<file path="src/rtl/btlv_pkg.sv">
// Shared types and constants for the BER-TLV stream parser.
package btlv_pkg;

    // Nesting and length limits
    localparam int MAX_DEPTH       = 8;
    localparam int MAX_LEN_BYTES   = 3;
    localparam int STACK_SLOTS     = MAX_DEPTH + 1;
    localparam int STK_IDX_W       = $clog2(STACK_SLOTS);
    localparam int LEVEL_W         = $clog2(STACK_SLOTS + 1);
    localparam int LEFT_W          = $clog2(MAX_LEN_BYTES + 1);

    // Datapath widths
    localparam int POS_W           = 16;
    localparam int NEXT_W          = POS_W + 1;
    localparam int LEN_W           = 24;
    localparam int END_W           = LEN_W + 1;
    localparam int CLOSED_W        = 4;

    localparam logic [POS_W-1:0] POS_SAT   = '1;
    localparam logic [LEN_W-1:0] LEN_SAT   = '1;
    localparam logic [LEN_W-1:0] LEN_2BYTE = LEN_W'(16'hFFFF);

    // Tag and length byte fields
    localparam logic [4:0] TAG_NUM_MULTI = 5'h1F;

    // Configuration register indexes and reset values
    localparam int CFG_IDX_W = 1;
    localparam int CFG_DATA_W = 16;
    localparam logic [CFG_IDX_W-1:0] CFG_LIST_MODE = 1'b0;
    localparam logic [CFG_IDX_W-1:0] CFG_MAX_BYTES = 1'b1;
    localparam logic [CFG_DATA_W-1:0] MAX_BYTES_RST = 16'd16384;

    // Byte role; also used as the header phase of the parser
    typedef enum logic [2:0] {
        ROLE_TAG_FIRST = 3'd0,
        ROLE_TAG_CONT  = 3'd1,
        ROLE_LEN_FIRST = 3'd2,
        ROLE_LEN_EXT   = 3'd3,
        ROLE_VALUE     = 3'd4
    } t_role;

    typedef enum logic [2:0] {
        ST_OK             = 3'd0,
        ST_TAG_INCOMPLETE = 3'd1,
        ST_LEN_MISSING    = 3'd2,
        ST_LEN_FORMAT     = 3'd3,
        ST_LEN_EXCEEDS    = 3'd4,
        ST_TOO_DEEP       = 3'd5,
        ST_TOO_LARGE      = 3'd6,
        ST_TRAILING       = 3'd7
    } t_status;

    typedef struct packed {
        logic [7:0] data_byte;
        logic       last_byte;
    } t_in_item;

    typedef struct packed {
        t_role               byte_role;
        logic [LEVEL_W-1:0]  level;
        logic                is_constructed;
        logic                header_done;
        logic [LEN_W-1:0]    value_length;
        logic [CLOSED_W-1:0] closed_count;
        logic                final_res;
        t_status             status;
    } t_out_item;

    typedef struct packed {
        logic                  list_mode;
        logic [CFG_DATA_W-1:0] max_response_bytes;
    } t_cfg;

endpackage

</file>
<file path="src/rtl/btlv_in_stage.sv">
// Input register stage: holds one accepted byte until the parser takes it.
module btlv_in_stage (
    input  logic              i_clk,
    input  logic              i_rst_n,
    input  logic              i_valid,
    output logic              o_stall,
    input  btlv_pkg::t_in_item i_item,
    input  logic              i_take,
    output logic              o_valid,
    output btlv_pkg::t_in_item o_item
);
    import btlv_pkg::*;

    logic     r_valid;
    logic     n_valid;
    t_in_item r_item;
    logic     accept;

    // Full and not drained this cycle: hold off the sender
    assign o_stall = r_valid && !i_take;
    assign accept  = i_valid && !o_stall;
    assign n_valid = accept || (r_valid && !i_take);

    always_ff @(posedge i_clk) begin
        if (!i_rst_n) begin
            r_valid <= 1'b0;
        end else begin
            r_valid <= n_valid;
        end
    end

    // Payload needs no reset
    always_ff @(posedge i_clk) begin
        if (accept) begin
            r_item <= i_item;
        end
    end

    assign o_valid = r_valid;
    assign o_item  = r_item;

endmodule

</file>
<file path="src/rtl/btlv_parse.sv">
// Parser state and the combinational decode of one byte.
module btlv_parse (
    input  logic                i_clk,
    input  logic                i_rst_n,
    input  btlv_pkg::t_cfg      i_cfg,
    input  btlv_pkg::t_in_item  i_item,
    input  logic                i_fire,
    output btlv_pkg::t_out_item o_result
);
    import btlv_pkg::*;

    // Parse state
    logic [POS_W-1:0]   r_pos,   n_pos;
    logic [END_W-1:0]   r_stack [STACK_SLOTS];
    logic [LEVEL_W-1:0] r_level, n_level;
    t_role              r_phase, n_phase;
    logic [LEN_W-1:0]   r_acc,   n_acc;
    logic [LEFT_W-1:0]  r_left,  n_left;
    logic               r_cons,  n_cons;
    t_status            r_err,   n_err;
    logic               r_root,  n_root;

    // Decode helpers
    logic [7:0]          b;
    logic [6:0]          cnt;
    logic [NEXT_W-1:0]   next_pos;
    logic [END_W-1:0]    next_ext;
    logic [END_W-1:0]    top_end;
    logic                room_inf;
    logic [END_W-1:0]    room;
    logic                room_zero;
    logic                cnt_bad;
    logic [LEN_W-1:0]    acc_ext;
    logic [LEFT_W-1:0]   left_dec;
    logic                done;
    logic                push;
    logic [END_W-1:0]    new_end;
    logic [END_W-1:0]    entry;
    logic [END_W-1:0]    stack0;
    logic                keep;
    logic [CLOSED_W-1:0] closed;
    logic                too_large;
    logic                outer_exc;
    t_out_item           res;

    assign b        = i_item.data_byte;
    assign cnt      = b[6:0];
    assign next_pos = NEXT_W'(r_pos) + NEXT_W'(1);
    assign next_ext = END_W'(next_pos);

    // Room left in the innermost open element
    assign room_inf  = (r_level == '0);
    assign top_end   = room_inf ? '0 : r_stack[STK_IDX_W'(r_level - LEVEL_W'(1))];
    assign room      = (top_end > next_ext) ? (top_end - next_ext) : '0;
    assign room_zero = !room_inf && (room == '0);
    assign cnt_bad   = (cnt == '0) || (cnt > 7'(MAX_LEN_BYTES)) ||
                       (!room_inf && (END_W'(cnt) > room));

    // Long-form length accumulation with saturation
    assign acc_ext  = (r_acc > LEN_2BYTE) ? LEN_SAT : {r_acc[LEN_W-9:0], b};
    assign left_dec = (r_left != '0) ? (r_left - LEFT_W'(1)) : '0;

    // Byte decode, stack push and element closing
    always_comb begin
        n_pos   = (r_pos != POS_SAT) ? (r_pos + POS_W'(1)) : r_pos;
        n_level = r_level;
        n_phase = r_phase;
        n_acc   = r_acc;
        n_left  = r_left;
        n_cons  = r_cons;
        n_err   = r_err;
        n_root  = r_root;
        done    = 1'b0;
        push    = 1'b0;
        closed  = '0;
        keep    = 1'b1;
        entry   = '0;
        new_end = '0;

        res                = '0;
        res.byte_role      = ROLE_VALUE;
        res.status         = ST_OK;
        res.final_res      = i_item.last_byte;

        if (r_err == ST_OK && !i_cfg.list_mode && r_root) begin
            // Data after a complete single root
            n_err = ST_TRAILING;
        end else if (r_err == ST_OK) begin
            res.byte_role = r_phase;
            res.level     = (r_phase == ROLE_VALUE && r_level != '0) ?
                            (r_level - LEVEL_W'(1)) : r_level;

            unique case (r_phase)
                ROLE_TAG_FIRST: begin
                    if (r_level > LEVEL_W'(MAX_DEPTH)) begin
                        n_err = ST_TOO_DEEP;
                    end else begin
                        n_cons = b[5];
                        n_acc  = '0;
                        n_left = '0;
                        if (b[4:0] == TAG_NUM_MULTI) begin
                            if (room_zero) n_err = ST_TAG_INCOMPLETE;
                            else n_phase = ROLE_TAG_CONT;
                        end else begin
                            if (room_zero) n_err = ST_LEN_MISSING;
                            else n_phase = ROLE_LEN_FIRST;
                        end
                    end
                end
                ROLE_TAG_CONT: begin
                    if (!b[7]) begin
                        if (room_zero) n_err = ST_LEN_MISSING;
                        else n_phase = ROLE_LEN_FIRST;
                    end else if (room_zero) begin
                        n_err = ST_TAG_INCOMPLETE;
                    end
                end
                ROLE_LEN_FIRST: begin
                    if (!b[7]) begin
                        n_acc = LEN_W'(b);
                        done  = 1'b1;
                    end else if (cnt_bad) begin
                        n_err = ST_LEN_FORMAT;
                    end else begin
                        n_left  = cnt[LEFT_W-1:0];
                        n_acc   = '0;
                        n_phase = ROLE_LEN_EXT;
                    end
                end
                ROLE_LEN_EXT: begin
                    n_acc  = acc_ext;
                    n_left = left_dec;
                    done   = (left_dec == '0);
                end
                default: begin
                end
            endcase

            res.is_constructed = n_cons;

            // Length complete: check against parent, then open the element
            if (done) begin
                res.header_done  = 1'b1;
                res.value_length = n_acc;
                new_end          = next_ext + END_W'(n_acc);
                if (!room_inf && (END_W'(n_acc) > room)) begin
                    n_err = ST_LEN_EXCEEDS;
                end else if (r_level < LEVEL_W'(STACK_SLOTS)) begin
                    push    = 1'b1;
                    n_level = r_level + LEVEL_W'(1);
                    n_phase = n_cons ? ROLE_TAG_FIRST : ROLE_VALUE;
                end else begin
                    n_err = ST_TOO_DEEP;
                end
            end

            // Pop every open element that ends at this byte, innermost first
            if (n_err == ST_OK) begin
                for (int i = STACK_SLOTS - 1; i >= 0; i--) begin
                    entry = (push && LEVEL_W'(i) == r_level) ? new_end : r_stack[i];
                    if (LEVEL_W'(i) < n_level) begin
                        if (keep && entry == next_ext) closed = closed + CLOSED_W'(1);
                        else keep = 1'b0;
                    end
                end
                res.closed_count = closed;
                if (closed != '0) begin
                    n_level = n_level - LEVEL_W'(closed);
                    n_phase = ROLE_TAG_FIRST;
                    if (n_level == (LEVEL_W'(closed) - LEVEL_W'(closed))) n_root = 1'b1;
                end
            end
        end

        // Final byte: overall status, then back to the start of a response
        stack0    = (push && r_level == '0) ? new_end : r_stack[0];
        too_large = (n_pos > i_cfg.max_response_bytes) || (n_pos == POS_SAT);
        outer_exc = (n_level != '0) && (stack0 > END_W'(n_pos));
        if (i_item.last_byte) begin
            if (too_large) begin
                res.status = ST_TOO_LARGE;
            end else if (outer_exc) begin
                res.status = ST_LEN_EXCEEDS;
            end else if (n_err != ST_OK) begin
                res.status = n_err;
            end else begin
                case (n_phase)
                    ROLE_TAG_CONT:  res.status = ST_TAG_INCOMPLETE;
                    ROLE_LEN_FIRST: res.status = ST_LEN_MISSING;
                    ROLE_LEN_EXT:   res.status = ST_LEN_FORMAT;
                    default:        res.status = ST_OK;
                endcase
            end
            n_pos   = '0;
            n_level = '0;
            n_phase = ROLE_TAG_FIRST;
            n_acc   = '0;
            n_left  = '0;
            n_cons  = 1'b0;
            n_err   = ST_OK;
            n_root  = 1'b0;
        end
    end

    // Control state
    always_ff @(posedge i_clk) begin
        if (!i_rst_n) begin
            r_pos   <= '0;
            r_level <= '0;
            r_phase <= ROLE_TAG_FIRST;
            r_acc   <= '0;
            r_left  <= '0;
            r_cons  <= 1'b0;
            r_err   <= ST_OK;
            r_root  <= 1'b0;
        end else if (i_fire) begin
            r_pos   <= n_pos;
            r_level <= n_level;
            r_phase <= n_phase;
            r_acc   <= n_acc;
            r_left  <= n_left;
            r_cons  <= n_cons;
            r_err   <= n_err;
            r_root  <= n_root;
        end
    end

    // End offset stack; entries at or above the level are never read
    always_ff @(posedge i_clk) begin
        if (i_fire && push) begin
            r_stack[r_level[STK_IDX_W-1:0]] <= new_end;
        end
    end

    assign o_result = res;

endmodule

</file>
<file path="src/rtl/btlv_out_stage.sv">
// Result register stage with the downstream valid/stall handshake.
module btlv_out_stage (
    input  logic                i_clk,
    input  logic                i_rst_n,
    input  logic                i_load,
    input  btlv_pkg::t_out_item i_item,
    output logic                o_free,
    output logic                o_valid,
    input  logic                i_stall,
    output btlv_pkg::t_out_item o_item
);
    import btlv_pkg::*;

    logic      r_valid;
    logic      n_valid;
    t_out_item r_item;

    // Empty, or the held item leaves this cycle
    assign o_free  = !r_valid || !i_stall;
    assign n_valid = i_load || (r_valid && i_stall);

    always_ff @(posedge i_clk) begin
        if (!i_rst_n) begin
            r_valid <= 1'b0;
        end else begin
            r_valid <= n_valid;
        end
    end

    always_ff @(posedge i_clk) begin
        if (i_load) begin
            r_item <= i_item;
        end
    end

    assign o_valid = r_valid;
    assign o_item  = r_item;

endmodule

</file>
<file path="src/rtl/ber_tlv_stream_parser.sv">
// BER-TLV stream parser top level: configuration registers and the two-stage byte path.
// Takes one response byte per cycle unless the receiver stalls and returns one labelled
// result item per byte, via the input register, then the result register. Each byte is
// decoded combinationally against the innermost open element's end offset, and all nine
// stack entries are compared in parallel to count the elements that close on that byte, so
// a byte may follow in every unstalled cycle. Status is meaningful on the final_res item;
// then a new response starts. The user must write list_mode and max_response_bytes
// through the configuration port only while no byte is in flight; this is not enforced.
module ber_tlv_stream_parser (
    input  logic                                  i_clk,
    input  logic                                  i_rst_n,
    input  logic                                  i_in_valid,
    output logic                                  o_in_stall,
    input  btlv_pkg::t_in_item                    i_in_item,
    output logic                                  o_out_valid,
    input  logic                                  i_out_stall,
    output btlv_pkg::t_out_item                   o_out_item,
    input  logic                                  i_cfg_we,
    input  logic [btlv_pkg::CFG_IDX_W-1:0]        i_cfg_idx,
    input  logic [btlv_pkg::CFG_DATA_W-1:0]       i_cfg_data
);
    import btlv_pkg::*;

    t_cfg      r_cfg;
    logic      in_valid;
    t_in_item  in_item;
    logic      out_free;
    logic      fire;
    t_out_item result;

    // Configuration registers
    always_ff @(posedge i_clk) begin
        if (!i_rst_n) begin
            r_cfg.list_mode          <= 1'b0;
            r_cfg.max_response_bytes <= MAX_BYTES_RST;
        end else if (i_cfg_we) begin
            unique case (i_cfg_idx)
                CFG_LIST_MODE: r_cfg.list_mode          <= i_cfg_data[0];
                CFG_MAX_BYTES: r_cfg.max_response_bytes <= i_cfg_data;
                default: begin
                end
            endcase
        end
    end

    // Byte moves from input register to result register
    assign fire = in_valid && out_free;

    btlv_in_stage u_in (
        .i_clk   (i_clk),
        .i_rst_n (i_rst_n),
        .i_valid (i_in_valid),
        .o_stall (o_in_stall),
        .i_item  (i_in_item),
        .i_take  (fire),
        .o_valid (in_valid),
        .o_item  (in_item)
    );

    btlv_parse u_parse (
        .i_clk    (i_clk),
        .i_rst_n  (i_rst_n),
        .i_cfg    (r_cfg),
        .i_item   (in_item),
        .i_fire   (fire),
        .o_result (result)
    );

    btlv_out_stage u_out (
        .i_clk   (i_clk),
        .i_rst_n (i_rst_n),
        .i_load  (fire),
        .i_item  (result),
        .o_free  (out_free),
        .o_valid (o_out_valid),
        .i_stall (i_out_stall),
        .o_item  (o_out_item)
    );

endmodule

</file>
<file path="config.mk">
export PLATFORM = sky130hd
export DESIGN_NAME = ber_tlv_stream_parser
export DESIGN_NICKNAME = d
export VERILOG_FILES = /design/src/rtl/btlv_pkg.sv /design/src/rtl/btlv_in_stage.sv /design/src/rtl/btlv_parse.sv /design/src/rtl/btlv_out_stage.sv /design/src/rtl/ber_tlv_stream_parser.sv
export SDC_FILE = /design/constraint.sdc
export NUM_CORES = 1
export LEC_CHECK = 0
export BUFFER_PORTS_ARGS = -buffer_cell sky130_fd_sc_hd__buf_2
export CAP_MARGIN = 20
export CELL_PAD_IN_SITES_DETAIL_PLACEMENT = 1
export CELL_PAD_IN_SITES_GLOBAL_PLACEMENT = 2
export CORE_MARGIN = 1
export CORE_UTILIZATION = 39
export CTS_CLUSTER_SIZE = 24
export DETAILED_ROUTE_END_ITERATION = 12
export PLACE_DENSITY_LB_ADDON = 0.1
export SLEW_MARGIN = 40
export SYNTH_ARGS = -nofsm -noshare
export SYNTH_HDL_FRONTEND = slang
export SYNTH_SLANG_ARGS = --single-unit
</file>
<file path="constraint.sdc">
create_clock -name i_clk -period 17.3 [get_ports i_clk]
set_input_delay 2.595 -clock i_clk [delete_from_list [all_inputs] [get_ports i_clk]]
set_output_delay 2.595 -clock i_clk [all_outputs]
set_load 0.05 [all_outputs]
</file>
* Word level (Yosys, flattened, before mapping)
Memories as Yosys holds them, arrays and structs flattened. Cells that the tools add are included.
Storage, ports and cells: bits in writable memories 225, input port bits 31, output and inout bits 43, logic and storage cells 361, flip-flop bits (word level) 123, memories kept 1
Operators by class: reduce and logical (&&, ||, !) cells 68, bitwise logic cells 5, equal/unequal tests 32, $add $sub $neg 17, multiplexer cells 197, magnitude comparators 18
Memory list:
- u_parse.r_stack | words 9, bits a word 25, read ports 10, clocked after Yosys merged registers in 0, write ports 1, RTL line btlv_parse.sv:14 | logic [END_W-1:0] r_stack [STACK_SLOTS];
Operators by type and width (count):
- 25-bit two-way mux | 18
- 25-bit by 17-bit == test with 1-bit output | 9
- 4-bit two-way mux | 55
- 24-bit two-way mux | 9
- 3-bit two-way mux | 34
- 24-bit one-hot mux with 3 select lines | 1
- 1-bit two-way mux | 66
- 4-bit by 1-bit adder with 4-bit output (second input constant) | 9
- 16-bit two-way mux | 2
- 1-bit logical AND | 30
- 17-bit by 24-bit adder with 25-bit output | 1
- 24-bit by 25-bit > comparator with 1-bit output | 1
- 25-bit by 16-bit > comparator with 1-bit output | 1
- 25-bit by 17-bit > comparator with 1-bit output | 1
- 7-bit by 25-bit > comparator with 1-bit output | 1
- 25-bit zero test | 1
- 25-bit by 17-bit subtractor with 25-bit output | 1
- 24-bit by 16-bit > comparator with 1-bit output (second input constant) | 1
- 3-bit one-hot mux with 3 select lines | 2
- 16-bit by 1-bit adder with 17-bit output (second input constant) | 1
- 16-bit by 1-bit adder with 16-bit output (second input constant) | 1
- 16-bit == test (second input constant) | 1
- 3-bit by 4-bit == test with 1-bit output (first input constant) | 4
- 16-bit > comparator | 1
- 40 further kinds | 86

* Depth between registers and ports, before layout
An unclocked memory read counts as a cell.
depth after elaboration 85, gate-level depth with buffers 91, gate-level depth less buffers 81

* By module
From an unflattened synthesis, not the netlist that was laid out.
Unflattened totals: cells, all modules 2930, area total of the unflattened synthesis 32489.9 um^2
By module, submodules not included:
- btlv_parse | seq. area each 13092.6 um^2, times used 1, cells an instance 2793, area each 30183.9 um^2
- btlv_out_stage | seq. area each 1251.2 um^2, times used 1, cells an instance 45, area each 1266.2 um^2
- ber_tlv_stream_parser | seq. area each 340.3 um^2, times used 1, cells an instance 79, area each 721.9 um^2
- btlv_in_stage | seq. area each 290.3 um^2, times used 1, cells an instance 13, area each 317.8 um^2

* Worst setup path after synthesis
Ideal clock, no wire load.
path kind register -> register, start reg u_parse.r_level[0], end reg u_out.r_item (netlist bit u_out.o_item[1]), data pin, required time 17.027 ns, clock period less this slack 18.278 ns, stages on the path, launching flop included 83, buffers on the path 11, setup slack -0.978 ns, arrival 18.005 ns, setup time 0.273 ns, cell sequence dfxtp_1 buf_2 inv_2 buf_1 ha_1 buf_2 buf_6 buf_4 buf_2 buf_4 buf_1 clkbuf_1 mux4_2 mux4_2 and2_1 ha_1 nand3_1 o21bai_1 [47 not listed] a211o_1 a21oi_1 ha_1 nor4bb_1 or2_2 ha_1 mux2i_1 inv_1 ha_1 a21oi_1 ha_1 a21o_1 a21o_1 a211oi_1 o21ai_0 and3_4 o211ai_2 a311oi_1
On the way: word-level cells in the longest chain between the ends 85
Ends and longest elaborated chain:
- start, declared | RTL line btlv_parse.sv:15 | logic [LEVEL_W-1:0] r_level, n_level;
- start signal, assigned | RTL line btlv_parse.sv:218 | r_level <= n_level;
- 4-bit by 1-bit subtractor with 4-bit output | RTL line btlv_parse.sv:53 | assign top_end = room_inf ? '0 : r_stack[STK_IDX_W'(r_level - LEVEL_W'(1))];
- memory read 9 x 25 bit
- 25-bit two-way mux | RTL line btlv_parse.sv:53
- 25-bit by 17-bit subtractor with 25-bit output or 25-bit by 17-bit > comparator with 1-bit output (tied branches) | RTL line btlv_parse.sv:54 | assign room = (top_end > next_ext) ? (top_end - next_ext) : '0;
- 25-bit two-way mux | RTL line btlv_parse.sv:54
- 7-bit by 25-bit > comparator with 1-bit output | RTL line btlv_parse.sv:57 | (!room_inf && (END_W'(cnt) > room));
- 1-bit logical AND | RTL line btlv_parse.sv:57
- 1-bit logical OR | RTL line btlv_parse.sv:56 | assign cnt_bad = (cnt == '0) || (cnt > 7'(MAX_LEN_BYTES)) ||
- [69 not listed]
- 3-bit two-way mux | RTL line btlv_parse.sv:158 | if (n_err == ST_OK) begin
- 3-bit two-way mux | RTL line btlv_parse.sv:88 | end else if (r_err == ST_OK) begin
- 3-bit two-way mux | RTL line btlv_parse.sv:85 | if (r_err == ST_OK && !i_cfg.list_mode && r_root) begin
- 3-bit by 2-bit == test with 1-bit output or 3-bit by 1-bit == test with 1-bit output (tied branches) | RTL line btlv_parse.sv:187 | case (n_phase)
- 2-bit one-hot mux with 3 select lines | RTL line btlv_parse.sv:187
- 3-bit two-way mux | RTL line btlv_parse.sv:184 | end else if (n_err != ST_OK) begin
- 3-bit two-way mux * | RTL line btlv_parse.sv:182 | end else if (outer_exc) begin
- 3-bit two-way mux * | RTL line btlv_parse.sv:180 | if (too_large) begin
- end signal, assigned | RTL line btlv_out_stage.sv:32 | r_item <= i_item;
- end, declared | RTL line btlv_out_stage.sv:16 | t_out_item r_item;
Every way passes the cells marked *; elsewhere a longest branch is shown, timed or not. The select of a mux whose other input is x is not followed. A chain may end at the register's enable or synchronous reset.

* Worst setup path in the final report
start reg u_parse.r_level[1], end reg u_out.r_item (netlist bit u_out.o_item[0]), data pin
On the way: word-level cells in the longest chain between the ends 83
Ends and longest elaborated chain:
- 4-bit by 1-bit subtractor with 4-bit output | RTL line btlv_parse.sv:53
- memory read 9 x 25 bit
- 25-bit two-way mux | RTL line btlv_parse.sv:53
- 25-bit by 17-bit subtractor with 25-bit output or 25-bit by 17-bit > comparator with 1-bit output (tied branches) | RTL line btlv_parse.sv:54
- 25-bit two-way mux | RTL line btlv_parse.sv:54
- 7-bit by 25-bit > comparator with 1-bit output | RTL line btlv_parse.sv:57
- 1-bit logical AND | RTL line btlv_parse.sv:57
- 1-bit logical OR | RTL line btlv_parse.sv:56
- [67 not listed]
- 4-bit subtractor or 4-bit nonzero test (tied branches) | RTL line btlv_parse.sv:168, btlv_parse.sv:167
- 4-bit two-way mux or 3-bit two-way mux (tied branches) | RTL line btlv_parse.sv:167 | if (closed != '0) begin
- 4-bit two-way mux or 3-bit two-way mux (tied branches) | RTL line btlv_parse.sv:158
- 4-bit two-way mux or 3-bit two-way mux (tied branches) | RTL line btlv_parse.sv:88
- 4-bit two-way mux or 3-bit two-way mux (tied branches) | RTL line btlv_parse.sv:85
- 4-bit nonzero test, or another cell as far along | RTL line btlv_parse.sv:178 | outer_exc = (n_level != '0) && (stack0 > END_W'(n_pos));
- 1-bit logical AND or 2-bit one-hot mux with 3 select lines (tied branches) | RTL line btlv_parse.sv:178, btlv_parse.sv:187
- 3-bit OR reduction (no line) or 3-bit two-way mux (tied branches)
Parallel ways exist; a longest one is shown, timed or not. The select of a mux whose other input is x is not followed.

==> impl_metrics.toml <==
[outcome]
status = "completed"

[cells_and_area]
instances_no_fill = 4529
drive_gt1_frac = 0.239
area_growth_syn_to_layout_pct = 20.6
nets = 3548
fin_util = 0.475
n_antenna_cell = 0

[placed_design]
port_buffers = 73
dp_hpwl_um = 119000
dp_cells = 4394
place_congestion = 1.05

[timing]
fin_crit_ps = 16810
holdWs_ps = 464
fmax_ghz = 0.0595
period_share = 0.972
relSlewSlack = 0.367
slew_violations = 0
tns_ps = 0
fin_worst_skew_ps = 38.6
setup_viol = 0
report.final.hold_viol_count = 0
tightest_slew_ps = 936

[clock_tree]
cts_sinks = 523
clk_latency_ps = 660
clock_path_buffers = 3
clock-root-buffer = "clkbuf_16"
cts_buffers = 57
cts_tree = "built"
cts-hold-fix-buffers = 0
clk_pin_slew_worst_paths_ps = 60
htreeDepth = 2

[synthesis]
ys_top_cells_by_area = "edfxtp_1 (41%), mux4_2 (7.3%), xnor2_1 (4.8%), dfxtp_1 (4.4%), ha_1 (4.3%)"
synth.top_cell.area_share = 0.411
synthesis.area_sq_mm = 0.0329
yosysMostFrequentCell = "edfxtp_1"
synth_cell_types = 119
synth_top_area_cell = "edfxtp_1"
synthTopCellsByCount = "edfxtp_1 (450), nand2_1 (246), nor2_1 (218), xnor2_1 (180), a21oi_1 (152)"
synth_edf_count = 450
ys_warn_count = 0
async_reset_ff_frac = 0
synth_ff_type = "edfxtp_1"
synth.yosys.seq_area_share = 0.455
syn_inst = 2988
synth-seq-cells = 523
avgSynthCellArea_sq_um = 11.0

[route]
drc = 0
firstDrtPassIters = 5
via_per_inst = 6.25
vias = 28300
drtIter0Drc = 2999
wl_um = 153000
wire_per_inst_um = 33.8
ant_nets = 0

[worst_setup_path]
arrival_ps = 17250
worstPathMaxFanout = 15
worst_setup_path_end_kind = "flip-flop"
path_class = "flip-flop to flip-flop"
start_kind = "flip-flop"
crit_top_cell = "ha_1"
cp_slowest_stage_delay_ps = 680
crit_path_top_delay_cell = "a2111oi_1"
crit_required_ps = 17740

[global_route]
grt_use_total = 0.352
grt_pass1_wl_um = 214000
grt_start_max_net_pins = 74
antenna_found_initial = 4
grt.overflow.total = 0
grt_pass1_vias = 28100

[pwr]
comb_power_share = 0.063
irDropWorstVdd_mv = 0.0749
power_density_mw_per_mm2 = 71.4
p_sw_mw = 0.668
intPower_mw = 2.17
leakage_nw = 15.5
power_frac_clock = 0.450
swShare = 0.236
p_seq_frac = 0.487

[die]
start_util = 0.394
core.rowCount = 106
die-area_sq_mm = 0.0855
die_width_um = 292
fp.dieH_um = 292
io_pins = 74
core_sq_mm = 0.0836

[min_path]
hold_class = "flip-flop to flip-flop"

[run]
drv_cap = 0
==> final timing paths <==
path	startpoint	end	slack, ps	depth (start not counted)
max	u_parse.r_level[1]	u_out.o_item[0]	490	72
min	r_cfg[6]	r_cfg[6]	460	2
max reg2reg	u_parse.r_level[1]	u_out.o_item[0]	490	72
min reg2reg	r_cfg[6]	r_cfg[6]	460	2
==> placed cells by master, fill, tap and decap left out, types with 57 or more instances in the layout <==
cell / n
and2_1: 57
ha_1: 104
nor2_1: 196
clkbuf_16: 61
o21ai_0: 89
buf_2: 73
edfxtp_1: 450
mux2i_1: 130
mux4_2: 107
nand2_1: 240
buf_4: 320
inv_1: 88
conb_1: 100
dfxtp_1: 72
a21oi_1: 146
xnor2_1: 178
nor2b_1: 64
==> what timing repair did <==
item / in CTS / in global routing
endpoints found under the setup margin: 11 / 11
gates cloned: 0 / 2
pin swaps: 2 / 23
gates resized for setup: 10 / 90
setup buffers: 8 / 16
==> worst max-delay path: cells and delay by family, from the launching register on <==
kind                       cells  cell delay, ps
AOI/OAI and AO/OA             25            5230
adders and majority gates     10            2930
buffers and inverters          7            1010
DFF                            1             330
muxes                          4            1310
and+or+nand+nor               26            5720
==> metal layers <==
layer  track usage  part of all wire  routed length, um
met3        0.0455             0.066              10100
met2         0.546              0.45              68200
met5             0          0.000085                 13
met4         0.166             0.054               8330
met1         0.490              0.43              66300
==> area by class of cell <==
type / count / area, sq um
clock buffer: 67 / 1520
clock inverter: 41 / 435
fill: 8985 / 43900
inverter: 106 / 398
multi-input combinational: 2302 / 17900
sequential: 523 / 15000
tap: 1080 / 1350
timing repair buffer: 410 / 3090
==> metrics by stage <==
step                instance area (sq um)  total power, mW  setup slack, ps
finish                              39700             2.83              487
global route                        39700             2.90            -44.7
CTS                                 39000             2.85             5.03
detailed placement                  37000             1.58             -307
global placement                    36900             1.57            -40.3
floorplan                           33300             1.51             5.79
==> flip-flops by register name (all words and copies together) (netlist names) <==
| name | count |
|---|---|
| u_parse.r_stack | 400 |
| u_out.o_item | 41 |
| u_parse.r_acc | 24 |
| r_cfg | 17 |
| u_parse.r_pos | 16 |
| u_in.o_item | 9 |
| u_parse.r_level | 4 |
| u_parse.r_err | 3 |
| u_parse.r_phase | 3 |
| u_parse.r_left | 2 |
| u_in.o_valid | 1 |
| u_out.o_valid | 1 |
| u_parse.r_cons | 1 |
| u_parse.r_root | 1 |
==> cell families (layout without fill, tap and decap cells) <==
group           Yosys count  after routing  synth area share
mux                     257            257             0.120
buf+inv                 262            624            0.0325
fa+ha+maj               117            117            0.0452
xor+xnor                212            212            0.0589
other cells               1            100          0.000114
simple gates           1011           1011             0.159
compound gates          605            605             0.129
flops                   523            523             0.455
==> power by group through the flow <==
stage	sequential [mW]	clock, mW	combinational (mW)
final	1.38	1.27	0.178
after global routing	1.38	1.33	0.190
after CTS	1.38	1.30	0.172
after detailed placement	1.41	0	0.170
after global placement	1.41	0	0.167
after floorplan	1.42	0	0.0917
Power figures use the tool's default switching activity.
